[src/hdl/rpn_stack_ram.sv]
// Stack memory: one write port and one read port with registered read data.
module rpn_stack_ram #(
  parameter int DEPTH = 128,
  parameter int AW    = 7
) (
  input  logic          clk,
  input  logic          we,
  input  logic [AW-1:0] waddr,
  input  logic [31:0]   wdata,
  input  logic [AW-1:0] raddr,
  output logic [31:0]   rdata
);

  logic [31:0] mem [DEPTH];

  always_ff @(posedge clk) begin
    if (we) begin
      mem[waddr] <= wdata;
    end
  end

  always_ff @(posedge clk) begin
    rdata <= mem[raddr];
  end

endmodule

[config.mk]
export PLATFORM = sky130hd
export DESIGN_NAME = rpn_stack_ram
export DESIGN_NICKNAME = d
export VERILOG_FILES = /design/src/hdl/rpn_stack_ram.sv
export SDC_FILE = /design/constraint.sdc
export NUM_CORES = 2
export LEC_CHECK = 0
export BUFFER_PORTS_ARGS = -buffer_cell sky130_fd_sc_hd__buf_2
export CAP_MARGIN = 10
export CORE_ASPECT_RATIO = 1.75
export CORE_UTILIZATION = 35
export CTS_CLUSTER_DIAMETER = 120
export DETAILED_ROUTE_END_ITERATION = 16
export PLACE_DENSITY = 0.51
export REMOVE_ABC_BUFFERS = 1
export SLEW_MARGIN = 0
export SYNTH_ARGS = -nofsm -noshare
export SYNTH_HDL_FRONTEND = slang
export SYNTH_SLANG_ARGS = --single-unit
[constraint.sdc]
create_clock -name clk -period 3.6 [get_ports clk]
set_input_delay 0.54 -clock clk [delete_from_list [all_inputs] [get_ports clk]]
set_output_delay 0.54 -clock clk [all_outputs]
set_load 0.05 [all_outputs]
==> flow_metrics.env <==
export IMPL_status="finished, final reports clean"
export IMPL_drc=0
export IMPL_min_period_ns=2.82
export IMPL_clkSlewWorstSetupHoldPaths_ns=0.07
export IMPL_grt_usage_pct=20.6
export IMPL_critPathKind="in2reg"
export IMPL_antenna_left=0
export IMPL_synthTopCellsByArea="edfxtp_1 79%, mux4_2 19%, clkbuf_1 0.44%"
export IMPL_clock_latency_ns=0.95
export IMPL_synth_edff_count=4096
export IMPL_tightest_slew_ns=1.21
export IMPL_layout_common_cells="4,096 x edfxtp_1, 1,344 x mux4_2, 369 x clkbuf_16, 353 x buf_4, 267 x buf_12"
export IMPL_p_clk_share_pct=40.0
export IMPL_p_int_uw=77400
export IMPL_nNetsFinal=6750
export IMPL_initial_core_util_pct=35.1
export IMPL_totalPowerFinal_uw=99000
export IMPL_multi_input_area_um2=32300
export IMPL_async_flop_share_pct=0
export IMPL_routabilityCongestion=0.799
export IMPL_wirelength_um=462000
export IMPL_fillers=38100
export IMPL_cts_sinks=4128
export IMPL_slew_violations=0
export IMPL_synth_seq_cells=4128
export IMPL_slew_headroom_pct=19.1
export IMPL_io_buffers=79
export IMPL_grt_max_degree=129
export IMPL_report_final_setup_viol=0
export IMPL_synth_largest_area_cell="edfxtp_1"
export IMPL_grt_antenna_before_repair=63
export IMPL_power_density_nw_per_um2=539
export IMPL_grt_pass1_vias=74600
export IMPL_critical_path_required_ns=4.44
export IMPL_cts_made_buffers=359
export IMPL_wire_per_inst_um=35.5
export IMPL_syn_instance_count=5990
export IMPL_tns_ns=0
export IMPL_syn_area_per_cell_um2=26.1
export IMPL_clk_root_buffer_cell="clkbuf_16"
export IMPL_ir_drop_mv=0.373
export IMPL_drv_cap=0
export IMPL_clock_fmax_ghz=0.355
export IMPL_htree_levels=5
export IMPL_regArea_um2=124000
export IMPL_swShare_pct=21.9
export IMPL_core_area_um2=445000
export IMPL_synth_top_area_share_pct=78.7
export IMPL_regToRegStartpoint="mem[111][29]"
export IMPL_drive_gt1_share_pct=38.5
export IMPL_critPathMaxFanout=18
export IMPL_ios=80
export IMPL_layout_commonest_cell="edfxtp_1"
export IMPL_die_y_um=886
export IMPL_dp_cells=12200
export IMPL_clk_path_buf_depth=4
export IMPL_hold_viol=0
export IMPL_dp_hpwl_um=288000
export IMPL_hp_class="in2reg"
export IMPL_final_util_pct=41.3
export IMPL_hold_start="wdata[26]"
export IMPL_die_x_um=507
export IMPL_dieArea_um2=449000
export IMPL_firstDrtPassIters=7
export IMPL_yosysWarnings=0
export IMPL_grt_pass1_wl_um=634000
export IMPL_syn_to_final_growth_pct=17.6
export IMPL_via_per_inst=5.42
export IMPL_synth_area_um2=156000
export IMPL_grt_remaining_overflow=0
export IMPL_cp_startpoint="raddr[0]"
export IMPL_cellLeakagePower_uw=0.0559
export IMPL_crit_path_end_kind="flip-flop"
export IMPL_rows=324
export IMPL_ys_seq_area_share_pct=79.1
export IMPL_drt_iter0_drc=6995
export IMPL_rsz0062_at_grt="no"
export IMPL_cp_arrival_ns=3.65
export IMPL_finalCritPeriodShare_pct=78.2
export IMPL_pwr_share_seq_pct=53.8
export IMPL_stdcell_count=13000
export IMPL_cts_tree="built"
export IMPL_routed_via_count=70600
export IMPL_synthDistinctLibCells=17
export IMPL_p_comb_share_pct=6.1
export IMPL_fin_worst_skew_ns=0.0360
export IMPL_start_kind="primary input"
export IMPL_power_net_switching_uw=21600
export IMPL_synthFlopType="edfxtp_1"
==> worst max-delay path: stages <==
cell and delay, ns:
buf_12 0.15, buf_12 0.21, buf_12 0.20, buf_4 0.24, mux4_2 0.52, mux4_2 0.61, mux4_2 0.70, mux2_2 0.34
==> layer usage <==
layer  track usage, %  vias up  part of all wire (%)
met1             24.0    40100                    37
met4             8.26       14                   4.7
met3             2.21      566                   4.2
met2             38.4     1934                    54
met5                0        -                 0.022
li1                 -    28000                     -
==> path summary, 6_finish.rpt <==
path | to | slack (ns) | cells past startpoint
worst max-delay path | rdata[8] | 0.78 | 8
worst min-delay path | mem[35][26] | 0.13 | 1
worst max register to register | rdata[29] | 0.94 | 4
worst min register to register | rdata[30] | 1.14 | 4
==> stage by stage <==
step                hold WS [ns]  cell area (um^2)  setup WS, ns
global placement           0.967            172000        -0.232
CTS                       0.0663            183000         0.821
detailed placement         0.973            172000        -0.206
floorplan                  0.639            155000        -0.146
finish                     0.134            184000         0.784
global route               0.115            184000         0.779
==> cells in the mapped netlist, types with 7 or more instances <==
| cell type | n |
|---|---|
| buf_1 | 50 |
| mux2_2 | 32 |
| nand3_1 | 12 |
| nor2b_1 | 7 |
| edfxtp_1 | 4096 |
| nor3_1 | 9 |
| nor2_1 | 122 |
| dfxtp_1 | 32 |
| nand2_1 | 14 |
| clkbuf_1 | 182 |
| buf_2 | 79 |
| mux4_2 | 1344 |
==> flip-flops by register name, indices dropped and copies added (netlist names) <==
name	flops
mem	4096
rdata	32
==> area by class of cell <==
cell class                      count  area share (%)
Multi-Input combinational cell   1546            17.6
Sequential cell                  4128            67.3
Clock buffer                      436            5.19
Timing Repair Buffer              667            4.50
Clock inverter                    221            1.22
Tap cell                         5868            4.00
Antenna cell                      170           0.232
==> power groups by stage <==
stage / logic [uW] / clock network, uW / registers (uW)
detailed placement: 6230 / 0 / 54300
floorplan: 1960 / 0 / 54400
CTS: 6230 / 40500 / 53300
global route: 6310 / 41900 / 53300
finish: 6090 / 39700 / 53300
global placement: 6140 / 0 / 54300
==> kinds of logic (layout without fill, tap and decap cells) <==
| family | after synthesis | after routing | share of synthesized area, % |
|---|---|---|---|
| other cells | 0 | 170 | 0 |
| simple gates | 170 | 170 | 0.446 |
| buf+inv | 316 | 1324 | 0.839 |
| mux | 1376 | 1376 | 19.6 |
| flops | 4128 | 4128 | 79.1 |
==> timing repair <==
action                    CTS  global route
buffers inserted            0             0
resized for setup           0             0
hold buffers                2             0
hold endpoints to repair   35             0
Note: power is estimated with default switching activity, not from simulation.
