## config.mk

```make
export PLATFORM = sky130hd
export DESIGN_NAME = rpn_divider
export DESIGN_NICKNAME = d
export VERILOG_FILES = /design/src/hdl/rpn_divider.sv
export SDC_FILE = /design/constraint.sdc
export NUM_CORES = 1
export LEC_CHECK = 0
export BUFFER_PORTS_ARGS = -buffer_cell sky130_fd_sc_hd__clkbuf_2
export CAP_MARGIN = 20
export CORE_MARGIN = 2
export CORE_UTILIZATION = 35
export DETAILED_ROUTE_END_ITERATION = 7
export PLACE_DENSITY_LB_ADDON = 0.15
export SETUP_SLACK_MARGIN = 0.2
export SLEW_MARGIN = 20
export SYNTH_ARGS = -nofsm -noshare
export SYNTH_HDL_FRONTEND = slang
export SYNTH_SLANG_ARGS = --single-unit
```

## constraint.sdc

```tcl
create_clock -name clk -period 2.8 [get_ports clk]
set_input_delay 0.56 -clock clk [delete_from_list [all_inputs] [get_ports clk]]
set_output_delay 0.56 -clock clk [all_outputs]
set_load 0.02 [all_outputs]
```

## src/hdl/rpn_divider.sv

```systemverilog
// Unsigned restoring divider, one quotient bit per cycle, 48-bit dividend by 32-bit divisor.
module rpn_divider (
  input  logic        clk,
  input  logic        rst,
  input  logic        start,
  input  logic [47:0] dividend,
  input  logic [31:0] divisor,
  output logic        done,
  output logic [47:0] quotient,
  output logic [31:0] remainder
);

  localparam int Steps = 48;

  logic [5:0]  step;
  logic        running;
  logic [32:0] rem;
  logic [31:0] dvs;
  logic [32:0] rem_sh;
  logic [33:0] diff;

  assign rem_sh    = {rem[31:0], quotient[47]};
  assign diff      = {1'b0, rem_sh} - {2'b00, dvs};
  assign remainder = rem[31:0];

  always_ff @(posedge clk) begin
    if (rst) begin
      running <= 1'b0;
      done    <= 1'b0;
      step    <= '0;
    end else begin
      done <= 1'b0;
      if (start) begin
        running <= 1'b1;
        step    <= '0;
      end else if (running) begin
        step <= step + 6'd1;
        if (step == 6'(Steps - 1)) begin
          running <= 1'b0;
          done    <= 1'b1;
        end
      end
    end
  end

  always_ff @(posedge clk) begin
    if (start) begin
      rem      <= '0;
      dvs      <= divisor;
      quotient <= dividend;
    end else if (running) begin
      if (!diff[33]) begin
        rem      <= diff[32:0];
        quotient <= {quotient[46:0], 1'b1};
      end else begin
        rem      <= rem_sh;
        quotient <= {quotient[46:0], 1'b0};
      end
    end
  end

endmodule

```

==> results.py <==
metrics = {
    "layout": {
        "area_growth_pct": 35.3,
        "fillers": 1733,
        "nNetsFinal": 951,
        "final_cells": 1107,
        "multi_input_area_mm2": 0.00345,
        "regArea_mm2": 0.00321,
        "n_antenna_cell": 0,
        "final_util": 0.485,
        "final_layout_size_suffix_gt1_frac": 0.418,
    },
    "synthesis": {
        "synth_fp_nets": 740,
        "synth_area_leaders": "edfxtp_1 (36%), dfxtp_1 (12%), mux2_2 (8.0%), ha_1 (6.1%), mux2i_1 (4.0%)",
        "yosys.area.top_type_share": 0.356,
        "ys_seq_area_frac": 0.474,
        "synth_common_cells": "edfxtp_1 (80), nor2_1 (49), mux2_2 (48)",
        "synth_compound_area_frac": 0.149,
        "synthSimpleGateAreaFrac": 0.106,
        "yosysMostFrequentCell": "edfxtp_1",
        "synth_xor_area_frac": 0.0350,
        "ys_warn_count": 0,
        "synth_area_mm2": 0.00676,
        "synth_top_family_by_area": "compound AO/OA/AOI/OAI gates",
        "syn_inst": 623,
        "synthFlopType": "edfxtp_1",
        "ys_types": 71,
        "synth_edf_count": 80,
        "async_flop_share": 0,
        "synth_area_leader_cell": "edfxtp_1",
        "ys_ff_latch": 120,
        "synthAdderAreaFrac": 0.0641,
        "synth.area.mux_share": 0.120,
        "avgSynthCellArea_um2": 10.8,
    },
    "cts": {
        "cts_tree": "built",
        "clkLatencyLatePin_ns": 0.42,
        "cts.sinks": 120,
        "clk_pin_slew_ns": 0.06,
        "cts_root_buffer": "clkbuf_16",
        "cts_htree_levels": 4,
        "cts_made_buffers": 17,
        "clockBufferDepth": 2,
    },
    "route": {
        "drt_wl_total_um": 18000,
        "ant_nets": 0,
        "wl_per_cell_um": 16.2,
        "vias_per_cell": 5.05,
        "num_vias": 5592,
        "detail_route.first_pass.iterations": 4,
        "drc": 0,
        "drt_iter0_drc": 326,
    },
    "timing": {
        "fmax_mhz": 359,
        "finalMaxSlewViolations": 0,
        "relSlewSlack": 0.614,
        "setup_viol": 0,
        "finClkSkew_ns": 0.0130,
        "period_needed_ns": 2.78,
        "tightest_slew_ns": 0.577,
        "period_share": 0.994,
        "hold_slack_ns": 0.300,
        "setup_slack_ns": 0.0161,
        "rsz0062_at_grt": "yes",
        "hold_viol": 0,
    },
    "run": {
        "maxCapViolations": 0,
    },
    "pwr": {
        "powerDensity_mw_per_mm2": 634,
        "cellLeakagePower_nw": 3.85,
        "ir_drop_uv": 439,
        "power_mw": 5.79,
    },
    "run_status": {
        "outcome": "completed",
    },
    "die": {
        "num_io_pins": 164,
        "die_h_um": 143,
        "row_count": 50,
        "coreArea_mm2": 0.0188,
        "initial_core_util": 0.359,
        "dieArea_mm2": 0.0204,
        "die_w_um": 143,
    },
    "global_route": {
        "grt_util_all_layers": 0.178,
        "grt_pass1_vias": 5694,
        "grt_start_max_net_pins": 38,
        "gr-total-overflow": 0,
        "grt_pass1_wl_um": 28800,
        "antenna_found_initial": 0,
    },
    "setup_path": {
        "end_kind": "register",
        "crit_arrival_ns": 3.06,
        "critPathKind": "register to register",
        "cp-start-kind": "register",
        "crit_required_ns": 3.07,
        "crit_path_max_fanout": 9,
    },
    "placement": {
        "hpwl_um": 13100,
        "port_buffers": 163,
        "dp_cells": 1058,
        "gp_congestion": 0.839,
        "dp_slack_ns": 0.00230,
    },
    "worst_hold_path": {
        "hp-class": "input port to register",
    },
}
-- cells in the final DEF, fill, tap and decap left out, types with 5 or more instances in the layout --
cell / netlist / routed
clkbuf_2: 0 / 162
edfxtp_1: 80 / 80
nor2_1: 49 / 49
buf_4: 2 / 49
mux2_2: 48 / 48
inv_1: 45 / 40
nand2_1: 40 / 39
dfxtp_1: 40 / 35
mux2i_1: 27 / 25
ha_1: 33 / 25
a21oi_1: 26 / 22
a211oi_1: 25 / 22
clkbuf_16: 0 / 18
o21ai_0: 19 / 17
xnor2_1: 14 / 14
xor2_1: 13 / 13
nand4_1: 10 / 10
a21o_1: 9 / 9
nand3_1: 8 / 8
nor3_1: 8 / 6
or3_1: 6 / 6
o21a_1: 6 / 6
ha_4: 0 / 6
inv_2: 0 / 5
o21ai_1: 7 / 5
o21bai_1: 5 / 5
o211ai_1: 5 / 5
dfxtp_2: 0 / 5
-- cell families (layout without fill, tap and decap cells) --
group	count (synthesis)	in the layout
multiplexers	75	75
buffers and inverters	74	298
flip-flops	120	120
AO/OA/AOI/OAI	145	145
AND/OR/NAND/NOR	148	148
adder cells (fa/ha/maj)	34	34
XOR/XNOR	27	27
-- registers in the layout (all words and copies together), names as in the netlist --
name,cells
quotient,48
running,1
step,6
rem,32
done,1
dvs,32
-- worst paths after layout --
path	slack [ns]	cells after the start	endpoint	start
setup / recovery	0.02	12	rem[8]	dvs[10]
hold / removal	0.30	2	running	rst
setup reg to reg	0.02	12	rem[8]	dvs[10]
hold reg to reg	0.49	2	step[5]	step[5]
-- where the power goes --
part           leakage [nW]  total, mW  switching, mW  internal, mW
logic                  2.43       1.26          0.698         0.565
clock network         0.298       2.37          0.832          1.54
registers              1.13       2.16         0.0946          2.06
-- layer usage --
| layer | GRT usage | vias to the layer above | share of wire |
|---|---|---|---|
| met5 | 0 | - | 0 |
| met4 | 0.0469 | 0 | 0.0094 |
| met3 | 0.0644 | 16 | 0.076 |
| met2 | 0.291 | 188 | 0.47 |
| met1 | 0.224 | 2655 | 0.45 |
| li1 | - | 2733 | - |
-- cell type report --
cell class,instances,share of cell area
Clock buffer,21,0.0504
Inverter,45,0.0185
Clock inverter,11,0.0185
Multi-Input combinational cell,429,0.377
Tap cell,260,0.0356
Timing Repair Buffer,221,0.148
Sequential cell,120,0.351
-- worst max-delay path, stage by stage, from the launching register on --
cell and delay (ns):
edfxtp_1 0.34, inv_2 0.05, ha_4 0.28, nand4_1 0.14, buf_4 0.17, buf_6 0.10
a211o_1 0.29, a31o_1 0.24, a211o_4 0.34, nand3_4 0.20, buf_12 0.18, mux2i_1 0.21
a211oi_1 0.10
-- per-stage QoR --
stage / instance area [µm²] / setup TNS (ns)
5_1_grt: 9140 / -1.58
4_1_cts: 8900 / 0
6_report: 9140 / 0
2_1_floorplan: 6780 / 0
3_3_place_gp: 8100 / -0.0111
3_5_place_dp: 8100 / 0
-- timing repair --
item / 4_1_cts / 5_1_grt
buffers inserted: 5 / 10
endpoints found under the setup margin: 32 / 33
hold buffers: 0 / 0
gates resized for setup: 18 / 31
pin swaps: 19 / 28
cloned: 1 / 1
Note: power is estimated with default switching activity, not from simulation.
